### src/rtl/core/csmc_pkg.sv
`timescale 1ns / 1ps
// ----------------------------------------------------------------------------
// csmc_pkg: shared types and constants of the clock and stopwatch controller
// Holds the command record passed from the front to the back, display
// constants, reciprocal constants and the decimal split helper.
// ----------------------------------------------------------------------------
package csmc_pkg;

  localparam int QUEUE_DEPTH = 2;

  localparam logic [2:0] FUNC_REFRESH   = 3'd0;
  localparam logic [2:0] FUNC_VIEW      = 3'd1;
  localparam logic [2:0] FUNC_STOPWATCH = 3'd2;
  localparam logic [2:0] FUNC_SET_TIME  = 3'd3;
  localparam logic [2:0] FUNC_DECREASE  = 3'd4;
  localparam logic [2:0] FUNC_INCREASE  = 3'd5;

  localparam logic [3:0] BLANK = 4'd15;

  localparam int HOUR_MAX   = 23;
  localparam int MINUTE_MAX = 59;

  localparam int          TICKS_PER_SEC = 10000;
  localparam int          SIXTY         = 60;
  localparam int          CENTI_RECIP   = 5243;
  localparam int          CENTI_SHIFT   = 19;
  localparam logic [31:0] SEC_RECIP     = 32'hD1B7_1759;
  localparam int          SEC_SHIFT     = 45;
  localparam logic [19:0] MIN_RECIP     = 20'd559241;
  localparam int          MIN_SHIFT     = 25;

  typedef enum logic [1:0] {
    SW_VIEW_CENTI,
    SW_VIEW_SECONDS,
    SW_VIEW_HOURS
  } sw_view_t;

  typedef enum logic [2:0] {
    KIND_BLANK,
    KIND_PAIR,
    KIND_STOPWATCH,
    KIND_EDIT_HOURS,
    KIND_EDIT_MINUTES
  } show_kind_t;

  typedef struct packed {
    show_kind_t  kind;
    sw_view_t    sw_view;
    logic [5:0]  hi;
    logic [5:0]  lo;
    logic [31:0] ticks;
    logic        timer_start;
    logic        timer_stop;
    logic        timer_clear;
    logic        time_write;
    logic [4:0]  write_hours;
    logic [5:0]  write_minutes;
  } cmd_t;

  // Splits a value below 128 into tens and units, tens in the upper nibble.
  function automatic logic [7:0] split_decimal(input logic [6:0] value);
    logic [17:0] prod;
    logic [6:0]  tens;
    logic [6:0]  units;
    prod  = 18'(value) * 18'd205;
    tens  = 7'(prod >> 11);
    units = value - 7'(tens * 7'd10);
    return {tens[3:0], units[3:0]};
  endfunction

endpackage

### src/rtl/core/csmc_front.sv
`timescale 1ns / 1ps
// ----------------------------------------------------------------------------
// csmc_front: mode state and item classification
// Applies each accepted item to the mode state and pushes one display
// command, with its strobes and clock write, into the queue.
// ----------------------------------------------------------------------------
module csmc_front (
  input  logic             clk,
  input  logic             rst,
  input  logic             item_valid,
  output logic             item_ready,
  input  logic [2:0]       func,
  input  logic [4:0]       clock_hours,
  input  logic [5:0]       clock_minutes,
  input  logic [5:0]       clock_seconds,
  input  logic [31:0]      stopwatch_ticks,
  output logic             push_valid,
  input  logic             push_ready,
  output csmc_pkg::cmd_t   push_data
);
  import csmc_pkg::*;

  typedef enum logic [1:0] {
    MODE_CLOCK,
    MODE_STOPWATCH,
    MODE_SET
  } mode_t;

  typedef enum logic [1:0] {
    PH_STOPPED,
    PH_IDLE,
    PH_RUNNING
  } phase_t;

  mode_t      top_mode, top_mode_next;
  logic       clock_view, clock_view_next;
  sw_view_t   stopwatch_view, stopwatch_view_next;
  logic       edit_view, edit_view_next;
  phase_t     stopwatch_phase, stopwatch_phase_next;
  logic [4:0] edit_hours, edit_hours_next;
  logic [5:0] edit_minutes, edit_minutes_next;
  logic [5:0] hours_inc;
  logic [6:0] minutes_inc;
  logic       accept;
  cmd_t       cmd;

  assign item_ready = push_ready;
  assign push_valid = item_valid;
  assign accept     = item_valid && push_ready;
  assign push_data  = cmd;
  assign hours_inc   = {1'b0, edit_hours} + 6'd1;
  assign minutes_inc = {1'b0, edit_minutes} + 7'd1;

  always_comb begin
    top_mode_next        = top_mode;
    clock_view_next      = clock_view;
    stopwatch_view_next  = stopwatch_view;
    edit_view_next       = edit_view;
    stopwatch_phase_next = stopwatch_phase;
    edit_hours_next      = edit_hours;
    edit_minutes_next    = edit_minutes;
    cmd                  = '0;
    cmd.ticks            = stopwatch_ticks;

    case (func)
      FUNC_VIEW: begin
        case (top_mode)
          MODE_CLOCK: clock_view_next = ~clock_view;
          MODE_STOPWATCH: begin
            case (stopwatch_view)
              SW_VIEW_CENTI:   stopwatch_view_next = SW_VIEW_SECONDS;
              SW_VIEW_SECONDS: stopwatch_view_next = SW_VIEW_HOURS;
              SW_VIEW_HOURS:   stopwatch_view_next = SW_VIEW_CENTI;
              default: ;
            endcase
          end
          MODE_SET: edit_view_next = ~edit_view;
          default: ;
        endcase
      end
      FUNC_STOPWATCH: begin
        case (top_mode)
          MODE_CLOCK: begin
            top_mode_next        = MODE_STOPWATCH;
            stopwatch_phase_next = PH_IDLE;
          end
          MODE_STOPWATCH: begin
            case (stopwatch_phase)
              PH_IDLE: begin
                cmd.timer_start      = 1'b1;
                stopwatch_phase_next = PH_RUNNING;
                stopwatch_view_next  = SW_VIEW_CENTI;
              end
              PH_RUNNING: begin
                cmd.timer_stop       = 1'b1;
                stopwatch_phase_next = PH_STOPPED;
              end
              PH_STOPPED: begin
                cmd.timer_clear = 1'b1;
                top_mode_next   = MODE_CLOCK;
              end
              default: ;
            endcase
          end
          default: ;
        endcase
      end
      FUNC_SET_TIME: begin
        case (top_mode)
          MODE_CLOCK: begin
            top_mode_next     = MODE_SET;
            edit_hours_next   = clock_hours;
            edit_minutes_next = clock_minutes;
          end
          MODE_SET: begin
            top_mode_next     = MODE_CLOCK;
            cmd.time_write    = 1'b1;
            cmd.write_hours   = edit_hours;
            cmd.write_minutes = edit_minutes;
          end
          default: ;
        endcase
      end
      FUNC_DECREASE: begin
        if (top_mode == MODE_SET) begin
          if (!edit_view) begin
            edit_hours_next = (edit_hours == '0) ? 5'(HOUR_MAX) : edit_hours - 5'd1;
          end else begin
            edit_minutes_next = (edit_minutes == '0) ? 6'(MINUTE_MAX)
                                                     : edit_minutes - 6'd1;
          end
        end
      end
      FUNC_INCREASE: begin
        if (top_mode == MODE_SET) begin
          if (!edit_view) begin
            edit_hours_next = (hours_inc > 6'(HOUR_MAX)) ? '0 : hours_inc[4:0];
          end else begin
            edit_minutes_next = (minutes_inc > 7'(MINUTE_MAX)) ? '0 : minutes_inc[5:0];
          end
        end
      end
      default: ;
    endcase

    cmd.sw_view = stopwatch_view_next;
    case (top_mode_next)
      MODE_CLOCK: begin
        cmd.kind = KIND_PAIR;
        cmd.hi   = clock_view_next ? clock_minutes : {1'b0, clock_hours};
        cmd.lo   = clock_view_next ? clock_seconds : clock_minutes;
      end
      MODE_STOPWATCH: begin
        cmd.kind = (stopwatch_view_next == SW_VIEW_CENTI ||
                    stopwatch_view_next == SW_VIEW_SECONDS ||
                    stopwatch_view_next == SW_VIEW_HOURS) ? KIND_STOPWATCH : KIND_BLANK;
      end
      MODE_SET: begin
        cmd.kind = edit_view_next ? KIND_EDIT_MINUTES : KIND_EDIT_HOURS;
        cmd.hi   = {1'b0, edit_hours_next};
        cmd.lo   = edit_minutes_next;
      end
      default: cmd.kind = KIND_BLANK;
    endcase
  end

  always_ff @(posedge clk) begin
    if (rst) begin
      top_mode        <= MODE_CLOCK;
      clock_view      <= 1'b0;
      stopwatch_view  <= SW_VIEW_CENTI;
      edit_view       <= 1'b0;
      stopwatch_phase <= PH_STOPPED;
    end else if (accept) begin
      top_mode        <= top_mode_next;
      clock_view      <= clock_view_next;
      stopwatch_view  <= stopwatch_view_next;
      edit_view       <= edit_view_next;
      stopwatch_phase <= stopwatch_phase_next;
    end
  end

  always_ff @(posedge clk) begin
    if (accept) begin
      edit_hours   <= edit_hours_next;
      edit_minutes <= edit_minutes_next;
    end
  end

endmodule

### src/rtl/core/csmc_queue.sv
`timescale 1ns / 1ps
// ----------------------------------------------------------------------------
// csmc_queue: command queue between front and back
// A small register queue that lets the front accept items while the back
// is busy converting a stopwatch count.
// ----------------------------------------------------------------------------
module csmc_queue #(
  parameter int DEPTH = csmc_pkg::QUEUE_DEPTH
) (
  input  logic           clk,
  input  logic           rst,
  input  logic           push_valid,
  output logic           push_ready,
  input  csmc_pkg::cmd_t push_data,
  output logic           pop_valid,
  input  logic           pop_ready,
  output csmc_pkg::cmd_t pop_data
);
  import csmc_pkg::*;

  localparam int PTR_W = $clog2(DEPTH);
  localparam int CNT_W = $clog2(DEPTH + 1);

  cmd_t             slots [DEPTH];
  logic [PTR_W-1:0] wr_ptr;
  logic [PTR_W-1:0] rd_ptr;
  logic [CNT_W-1:0] count;
  logic             push_fire;
  logic             pop_fire;

  assign push_ready = (count != CNT_W'(DEPTH));
  assign pop_valid  = (count != '0);
  assign pop_data   = slots[rd_ptr];
  assign push_fire  = push_valid && push_ready;
  assign pop_fire   = pop_valid && pop_ready;

  always_ff @(posedge clk) begin
    if (push_fire) begin
      slots[wr_ptr] <= push_data;
    end
  end

  always_ff @(posedge clk) begin
    if (rst) begin
      wr_ptr <= '0;
      rd_ptr <= '0;
      count  <= '0;
    end else begin
      if (push_fire) begin
        wr_ptr <= (wr_ptr == PTR_W'(DEPTH - 1)) ? '0 : wr_ptr + PTR_W'(1);
      end
      if (pop_fire) begin
        rd_ptr <= (rd_ptr == PTR_W'(DEPTH - 1)) ? '0 : rd_ptr + PTR_W'(1);
      end
      if (push_fire && !pop_fire) begin
        count <= count + CNT_W'(1);
      end else if (pop_fire && !push_fire) begin
        count <= count - CNT_W'(1);
      end
    end
  end

endmodule

### src/rtl/core/csmc_back.sv
`timescale 1ns / 1ps
// ----------------------------------------------------------------------------
// csmc_back: display conversion and result register
// Takes one command at a time, converts a stopwatch count to centiseconds,
// seconds, minutes and hours by reciprocal multiplication in the states
// ST_SEC, ST_CENTI, ST_MIN and ST_HOUR, and forms the four digits.
// ----------------------------------------------------------------------------
module csmc_back (
  input  logic           clk,
  input  logic           rst,
  input  logic           pop_valid,
  output logic           pop_ready,
  input  csmc_pkg::cmd_t pop_data,
  output logic           result_valid,
  input  logic           result_ready,
  output logic [3:0]     digit_a,
  output logic [3:0]     digit_b,
  output logic [3:0]     digit_c,
  output logic [3:0]     digit_d,
  output logic           timer_start,
  output logic           timer_stop,
  output logic           timer_clear,
  output logic           time_write,
  output logic [4:0]     write_hours,
  output logic [5:0]     write_minutes
);
  import csmc_pkg::*;

  typedef enum logic [2:0] {
    ST_IDLE,
    ST_SEC,
    ST_CENTI,
    ST_MIN,
    ST_HOUR,
    ST_EMIT
  } state_t;

  state_t      state;
  cmd_t        cur;
  logic [18:0] tsec;
  logic [12:0] tmin;
  logic [13:0] sub_sec;
  logic [6:0]  centi;
  logic [5:0]  secs;
  logic [5:0]  mins;
  logic [6:0]  hours;
  logic [63:0] sec_prod;
  logic [18:0] div60_in;
  logic [38:0] div60_prod;
  logic [13:0] sec_back;
  logic [26:0] centi_prod;
  logic [15:0] digits;

  assign pop_ready  = (state == ST_IDLE);
  assign sec_prod   = {32'b0, cur.ticks} * {32'b0, SEC_RECIP};
  assign div60_in   = (state == ST_CENTI) ? tsec : {6'b0, tmin};
  assign div60_prod = {20'b0, div60_in} * {19'b0, MIN_RECIP};
  assign sec_back   = tsec[13:0] * 14'(TICKS_PER_SEC);
  assign centi_prod = 27'(sub_sec) * 27'(CENTI_RECIP);

  always_comb begin
    digits = {BLANK, BLANK, BLANK, BLANK};
    case (cur.kind)
      KIND_PAIR: digits = {split_decimal({1'b0, cur.hi}), split_decimal({1'b0, cur.lo})};
      KIND_EDIT_HOURS: digits = {split_decimal({1'b0, cur.hi}), BLANK, BLANK};
      KIND_EDIT_MINUTES: digits = {BLANK, BLANK, split_decimal({1'b0, cur.lo})};
      KIND_STOPWATCH: begin
        case (cur.sw_view)
          SW_VIEW_CENTI:   digits = {split_decimal({1'b0, secs}), split_decimal(centi)};
          SW_VIEW_SECONDS: digits = {split_decimal({1'b0, mins}),
                                     split_decimal({1'b0, secs})};
          SW_VIEW_HOURS:   digits = {split_decimal(hours), split_decimal({1'b0, mins})};
          default: ;
        endcase
      end
      default: ;
    endcase
  end

  always_ff @(posedge clk) begin
    if (rst) begin
      state        <= ST_IDLE;
      result_valid <= 1'b0;
    end else begin
      if (result_ready) begin
        result_valid <= 1'b0;
      end
      case (state)
        ST_IDLE: begin
          if (pop_valid) begin
            cur   <= pop_data;
            state <= (pop_data.kind == KIND_STOPWATCH) ? ST_SEC : ST_EMIT;
          end
        end
        ST_SEC: begin
          tsec  <= 19'(sec_prod >> SEC_SHIFT);
          state <= ST_CENTI;
        end
        ST_CENTI: begin
          sub_sec <= cur.ticks[13:0] - sec_back;
          tmin    <= 13'(div60_prod >> MIN_SHIFT);
          state   <= ST_MIN;
        end
        ST_MIN: begin
          centi <= 7'(centi_prod >> CENTI_SHIFT);
          secs  <= tsec[5:0] - tmin[5:0] * 6'(SIXTY);
          hours <= 7'(div60_prod >> MIN_SHIFT);
          state <= ST_HOUR;
        end
        ST_HOUR: begin
          mins  <= tmin[5:0] - hours[5:0] * 6'(SIXTY);
          state <= ST_EMIT;
        end
        ST_EMIT: begin
          if (!result_valid || result_ready) begin
            result_valid  <= 1'b1;
            digit_a       <= digits[15:12];
            digit_b       <= digits[11:8];
            digit_c       <= digits[7:4];
            digit_d       <= digits[3:0];
            timer_start   <= cur.timer_start;
            timer_stop    <= cur.timer_stop;
            timer_clear   <= cur.timer_clear;
            time_write    <= cur.time_write;
            write_hours   <= cur.write_hours;
            write_minutes <= cur.write_minutes;
            state         <= ST_IDLE;
          end
        end
        default: state <= ST_IDLE;
      endcase
    end
  end

endmodule

### src/rtl/core/clock_stopwatch_mode_controller.sv
`timescale 1ns / 1ps
// ----------------------------------------------------------------------------
// clock_stopwatch_mode_controller: mode controller of a four-digit clock
// Front applies refreshes and button presses to the mode state, a queue
// holds the display commands, and the back forms digits and strobes.
// ----------------------------------------------------------------------------
// The front takes one item per cycle while the command queue has room. For a
// clock, set-time or blank display the back goes from ST_IDLE straight to
// ST_EMIT; a stopwatch display first passes the states ST_SEC, ST_CENTI,
// ST_MIN and ST_HOUR, whose reciprocal multiplications split the count by
// 10000, 100 and twice by 60. A finished result that waits in the output
// register holds the back; the front goes on accepting until both queue
// slots are full and then drops item_ready.
module clock_stopwatch_mode_controller #(
  parameter int QUEUE_DEPTH = csmc_pkg::QUEUE_DEPTH
) (
  input  logic        clk,
  input  logic        rst,
  input  logic        item_valid,
  output logic        item_ready,
  input  logic [2:0]  func,
  input  logic [4:0]  clock_hours,
  input  logic [5:0]  clock_minutes,
  input  logic [5:0]  clock_seconds,
  input  logic [31:0] stopwatch_ticks,
  output logic        result_valid,
  input  logic        result_ready,
  output logic [3:0]  digit_a,
  output logic [3:0]  digit_b,
  output logic [3:0]  digit_c,
  output logic [3:0]  digit_d,
  output logic        timer_start,
  output logic        timer_stop,
  output logic        timer_clear,
  output logic        time_write,
  output logic [4:0]  write_hours,
  output logic [5:0]  write_minutes
);
  import csmc_pkg::*;

  logic push_valid;
  logic push_ready;
  cmd_t push_data;
  logic pop_valid;
  logic pop_ready;
  cmd_t pop_data;

  csmc_front u_front (
    .clk             (clk),
    .rst             (rst),
    .item_valid      (item_valid),
    .item_ready      (item_ready),
    .func            (func),
    .clock_hours     (clock_hours),
    .clock_minutes   (clock_minutes),
    .clock_seconds   (clock_seconds),
    .stopwatch_ticks (stopwatch_ticks),
    .push_valid      (push_valid),
    .push_ready      (push_ready),
    .push_data       (push_data)
  );

  csmc_queue #(
    .DEPTH (QUEUE_DEPTH)
  ) u_queue (
    .clk        (clk),
    .rst        (rst),
    .push_valid (push_valid),
    .push_ready (push_ready),
    .push_data  (push_data),
    .pop_valid  (pop_valid),
    .pop_ready  (pop_ready),
    .pop_data   (pop_data)
  );

  csmc_back u_back (
    .clk           (clk),
    .rst           (rst),
    .pop_valid     (pop_valid),
    .pop_ready     (pop_ready),
    .pop_data      (pop_data),
    .result_valid  (result_valid),
    .result_ready  (result_ready),
    .digit_a       (digit_a),
    .digit_b       (digit_b),
    .digit_c       (digit_c),
    .digit_d       (digit_d),
    .timer_start   (timer_start),
    .timer_stop    (timer_stop),
    .timer_clear   (timer_clear),
    .time_write    (time_write),
    .write_hours   (write_hours),
    .write_minutes (write_minutes)
  );

  a_single_strobe: assert property (@(posedge clk) disable iff (rst)
    result_valid |-> $onehot0({timer_start, timer_stop, timer_clear, time_write}))
    else $error("More than one timer or clock strobe in one item.");

  a_write_fields_idle: assert property (@(posedge clk) disable iff (rst)
    (result_valid && !time_write) |-> (write_hours == '0 && write_minutes == '0))
    else $error("Clock write fields set without a clock write.");

  a_start_view: assert property (@(posedge clk) disable iff (rst)
    (result_valid && timer_start) |-> (digit_a <= 4'd5 && digit_c <= 4'd9))
    else $error("Stopwatch start did not show seconds and centiseconds.");

endmodule
### config.mk
export PLATFORM = sky130hd
export DESIGN_NAME = clock_stopwatch_mode_controller
export DESIGN_NICKNAME = d
export VERILOG_FILES = /design/src/rtl/core/csmc_pkg.sv /design/src/rtl/core/csmc_front.sv /design/src/rtl/core/csmc_queue.sv /design/src/rtl/core/csmc_back.sv /design/src/rtl/core/clock_stopwatch_mode_controller.sv
export SDC_FILE = /design/constraint.sdc
export NUM_CORES = 2
export LEC_CHECK = 0
export BUFFER_PORTS_ARGS = -buffer_cell sky130_fd_sc_hd__buf_2
export CORE_MARGIN = 2
export CORE_UTILIZATION = 60
export DETAILED_ROUTE_END_ITERATION = 10
export GPL_ROUTABILITY_DRIVEN = 1
export PLACE_DENSITY = 0.86
export SETUP_SLACK_MARGIN = 0.1
export SLEW_MARGIN = 0
export SYNTH_ARGS = -nofsm -noshare
export SYNTH_HDL_FRONTEND = slang
export SYNTH_HIERARCHICAL = 1
export SYNTH_SLANG_ARGS = --single-unit
### constraint.sdc
create_clock -name clk -period 6.95 [get_ports clk]
set_input_delay 1.39 -clock clk [delete_from_list [all_inputs] [get_ports clk]]
set_output_delay 1.39 -clock clk [all_outputs]
set_load 0.02 [all_outputs]
Word-level counts from Yosys, hierarchy flattened
Memory sizes are Yosys's and may differ from the RTL's. A register that Yosys moved wholly into a read port is not among the register bits. Index checks and enable logic that the tools add are counted.

Memories: 1. Flip-flop bits (word level): 194. Word-level logic and storage cells: 204. Input bits: 56. Memory bits (writable): 128.

Magnitude comparators: 2. Eq/ne operators: 31. Muxes and demuxes: 62. Reduce and logical (&&, ||, !) cells: 30. $mul: 18. Add/subtract/negate cells: 17. Bitwise gates (word level): 3.

Memory list: u_queue.slots (depth 2, width 64, read ports 1, clocked after memory_dff 1, write ports 1, RTL line csmc_queue.sv:24) `cmd_t slots [DEPTH];`.

Operator list (count): 32-bit by 32-bit multiplier with 64-bit output, second input constant (1); 16-bit case mux with 4 select lines (1); 6-bit by 8-bit multiplier with 14-bit output, second input constant (4); 6-bit two-way mux (9); 16-bit case mux with 3 select lines (1); 19-bit by 20-bit multiplier with 38-bit output, second input constant (1); 5-bit two-way mux (7); 7-bit by 8-bit multiplier with 15-bit output, second input constant (2); 14-bit by 13-bit multiplier with 26-bit output, second input constant (1); 12-bit two-way mux (2); 12-bit case mux with 2 select lines (1); 2-bit case mux with 2 select lines (6); 4-bit subtractor (6); 3-bit by 2-bit == test with 1-bit output, second input constant (7); 19-bit two-way mux (1); 3-bit two-way mux (6); 3-bit case mux with 6 select lines (1); 6-bit case mux with 3 select lines (1); 1-bit two-way mux (16); 3-bit == test, second input constant (5); 5-bit case mux with 3 select lines (1); 14-bit by 10-bit multiplier with 10-bit output, second input constant (1); 2-bit two-way mux (7); 14-bit subtractor (1); 33 further kinds (74).

Depth between registers and ports, before layout
Word-level depth: 9. Mapped depth: 24.

By module
The synthesis kept the hierarchy.

Modules (own cells, without submodules): csmc_back (sequential area each 5094.9 µm², cells an instance 3284, area each 35392.7 µm², times used 1); csmc_queue (sequential area each 3943.8 µm², cells an instance 223, area each 4837.1 µm², times used 1); csmc_front (sequential area each 490.5 µm², cells an instance 387, area each 2876.5 µm², times used 1).

Worst setup path before layout
No wires, ideal clock.

Path kind: flip-flop to flip-flop. From: reg u_back/cur[22] (netlist bit). To: reg u_back.tsec[11] (data pin). Library setup time: 0.262 ns. Clock period less this slack: 7.219 ns. Arrival time: 6.956 ns. Buffers on the path: 0. Path slack: -0.269 ns. Stages on the path, launching flop included: 25. Path through: edfxtp_1 -> ha_1 -> xor2_1 -> ha_1 -> or2_2 -> fa_1 -> inv_1 -> fa_1 -> inv_1 -> fa_1 -> fa_1 -> fa_1 -> inv_1 -> fa_1 -> inv_1 -> ha_1 -> a21oi_2 -> o21ai_2 -> a2111oi_4 -> o211ai_2 -> nor4_4 -> nor2_4 -> a2111oi_4 -> nor3_2 -> xor2_1.

Longest elaborated chain between the ends: 1.

Ends and longest elaborated chain: start: declaration (RTL line csmc_back.sv:39) `cmd_t cur;`; start signal: assignment (RTL line csmc_back.sv:91) `cur <= pop_data;`; 32-bit by 32-bit multiplier with 64-bit output (RTL line csmc_back.sv:55) `assign sec_prod = {32'b0, cur.ticks} * {32'b0, SEC_RECIP};`; via u_back.sec_prod[56] (RTL line csmc_back.sv:47) `logic [63:0] sec_prod;`; end signal: assignment (RTL line csmc_back.sv:96) `tsec <= 19'(sec_prod >> SEC_SHIFT);`; end: declaration (RTL line csmc_back.sv:40) `logic [18:0] tsec;`.

The timed path passes the listed nets, and every way through them passes these cells. A chain may end at the register's enable or synchronous reset.

Worst setup path in the final report
From: reg u_back/cur[33] (netlist bit). To: reg u_back.tsec[14] (data pin).

The elaborated chain is that of the path after synthesis.

==> flow_summary_export.csv <==
group,metric,value,unit
synthesis,synth_cell_types,104,
cells_and_area,area_delta_synth_final,14.5,%
synthesis,async_flop_share,0,%
cells_and_area,post-route-cell-area,0.0494,mm^2
critical_path,slowest_delay,570,ps
timing,finClkSkew,42.0,ps
critical_path,cp.required,7290,ps
synthesis,synth-compound-area-share,6.78,%
min_path,hold_path.class,"flop to flop",
routing,drc,0,
timing,timing.final.ws_setup,-125,ps
synthesis,synth_top_cell_by_area,"fa_1",
timing,slew_viol_final,0,
routing,via_count,30099,
floorplan,die-area,0.0740,mm^2
synthesis,ys.warnings.count,6,
synthesis,synth_flop_cell,"edfxtp_1",
critical_path,crit_arrival,7420,ps
global_route,grt_max_degree,65,
synthesis,synth_fp_nets,5323,
synthesis,ys_ff_latch,323,
synthesis,synth_xor_area_share,3.15,%
routing,antenna_left,0,
critical_path,start_kind,"flop",
global_route,grt_pass1_vias,32516,
timing,max_slew_margin,20.9,%
placed_design,place_congestion,0.991,
cts,cts-root-buf,"clkbuf_16",
global_route,grt_pass1_wl,175000,um
timing,max_freq,141,MHz
outcome,violations,"setup timing",
cells_and_area,n_antenna_cell,0,
floorplan,start_util,60.4,%
synthesis,synthTopCellsByCount,"inv_1, ha_1, fa_1",
critical_path,path_class,"flop to flop",
synthesis,synthMuxAreaShare,2.44,%
critical_path,worstPathMaxFanout,5,
run,cap_violations,0,
global_route,antenna_found_initial,0,
floorplan,rows,98,
synthesis,synth_top_cells_by_area,"fa_1, ha_1, edfxtp_1",
floorplan,core_region_area,0.0714,mm^2
critical_path,r2r_slack,-130,ps
floorplan,io_pins,89,
routing,wl_per_cell,21.4,um
placed_design,portBuffers,88,
cells_and_area,fill_cells,4732,
timing,grt_setup_unrepaired,"yes",
cts,cts.htree.levels,2,
timing,setup_viol,8,
cells_and_area,fin_nets,5679,
synthesis,yosysMostFrequentCell,"inv_1",
synthesis,netlist.area_leader.share,27.0,%
routing,routed_wl,112000,um
critical_path,cp_common_cell,"buf_4",
cts,clock_sinks,323,
cts,cts_tree,"yes",
timing,period_needed,7080,ps
cts,clk_pin_slew,60,ps
cts,ctsHoldBuffers,0,
cts,cts_buffers,38,
global_route,gr-total-overflow,0,
synthesis,syn_avg_cell_area,11.1,um^2
critical_path,critPathCaptureType,"flop",
global_route,grtUsageTotal,30.6,%
placed_design,hpwl,88000,um
timing,finalHoldViolations,0,
floorplan,die_width,272,um
routing,via_per_inst,5.76,
synthesis,synth_top_family_by_area,"adder cells",
synthesis,netlist_area,0.0431,mm^2
timing,worst_slew_pin_slew,1190,ps
cells_and_area,drive_gt1_share,18.4,%
synthesis,synthAdderAreaFrac,50.0,%
cts,clock_latency,600,ps
critical_path,slowest_stage,"fa_1",
routing,drtIter0Drc,2598,
timing,tns,-627,ps
cts,clock_path_buffers,3,
synthesis,seq_area_frac_synth,22.1,%
synthesis,syn-instance-count,3894,
placed_design,place_area,0.0464,mm^2
synthesis,synth-simple-area-share,5.75,%
routing,firstDrtPassIters,8,
timing,fin_crit_sh,102,%
floorplan,die_h,272,um
outcome,status,"finished with violations",
synthesis,synth_edf_count,306,
==> kinds of logic after synthesis <==
family                     after synthesis
AOI/OAI and AO/OA                      417
xor gates and xnor gates               151
adders and majority gates             1373
buffers and inverters                 1064
DFF                                    323
muxes                                   96
and+or+nand+nor                        470
==> layer usage <==
| metal | share of wire, % | global-route usage [%] | vias up | wire length [um] |
|---|---|---|---|---|
| met5 | 0 | 0 | - | 0 |
| met4 | 3.9 | 10.6 | 0 | 4360 |
| met3 | 7.3 | 5.93 | 304 | 8130 |
| met2 | 48 | 50.9 | 1225 | 54200 |
| met1 | 40 | 40.2 | 15119 | 45300 |
| li1 | - | - | 13451 | - |
==> worst paths after layout <==
path              depth (start not counted)                      from                     endpoint
setup / recovery                         26  u_back/cur[33]$_DFFE_PP_    u_back/tsec[14]$_DFFE_PP_
hold / removal                            0  u_back/cur[13]$_DFFE_PP_  u_back/timer_stop$_DFFE_PP_
setup reg to reg                         26  u_back/cur[33]$_DFFE_PP_    u_back/tsec[14]$_DFFE_PP_
hold reg to reg                           0  u_back/cur[13]$_DFFE_PP_  u_back/timer_stop$_DFFE_PP_
==> registers in the layout, summed over array words and instances, names as in the netlist, 5 cells and up, named ones only <==
signal / count
u_back/write_minutes: 6
u_queue/slots: 128
u_back/write_hours: 5
u_back/cur: 64
u_front/edit_hours: 5
u_front/edit_minutes: 6
u_back/tmin: 13
u_back/secs: 6
u_back/tsec: 19
u_back/sub_sec: 14
u_back/mins: 6
u_back/hours: 7
u_back/centi: 7
==> placed cells by master, fill, tap and decap left out, types with 18 or more instances in the layout <==
master and n:
nand3_1 44, a21oi_1 102, ha_4 61, ha_2 18, inv_2 27, nor2_1 91
ha_1 713, nor3_1 23, and2_1 21, nand4_1 24, mux2i_1 23, fa_1 557
o21ai_0 50, a21o_1 55, nand2b_1 20, fa_2 24, xor2_1 47, buf_4 276
xnor2_1 88, mux2_2 73, buf_6 30, and3_1 32, inv_1 950, edfxtp_1 306
o21a_1 19, buf_2 88, nand2_1 94, clkbuf_16 38
==> final cells by class <==
| cell class | instances | area, um^2 | share of cell area (%) |
|---|---|---|---|
| timing repair buffer | 400 | 2970 | 6.02 |
| tap | 950 | 1190 | 2.41 |
| inverter | 980 | 3680 | 7.46 |
| sequential | 323 | 9530 | 19.3 |
| clock inverter | 24 | 338 | 0.684 |
| clock buffer | 42 | 986 | 2.00 |
| multi-input combinational | 2507 | 30700 | 62.1 |
==> timing repair <==
| action | 4_1_cts | 5_1_grt |
|---|---|---|
| endpoints found under the setup margin | 18 | 19 |
| gates resized for setup | 119 | 105 |
| pin swaps | 55 | 96 |
| setup buffers | 46 | 26 |
==> through the flow <==
step                      util, %  std cells  setup WS [ps]  hold WS, ps
final                        69.2       5226           -125          418
after global routing         69.2       5226           -309          428
after CTS                    68.2       5202          -53.4          419
after detailed placement     65.1       5092           -241          405
after global placement       65.1       5092           -181          402
after floorplan                 -       3894            101          400
==> worst max-delay path: cells and delay by family, from the launching register on <==
kind,cells,cell delay [ps]
adders and majority gates,9,4070
buffers and inverters,10,1200
and+or+nand+nor,4,650
DFF,1,520
AOI/OAI and AO/OA,2,270
xor gates and xnor gates,1,120
Power is not shown: default switching activity piles up to over one toggle a cycle in this logic, so the estimate is an artifact.
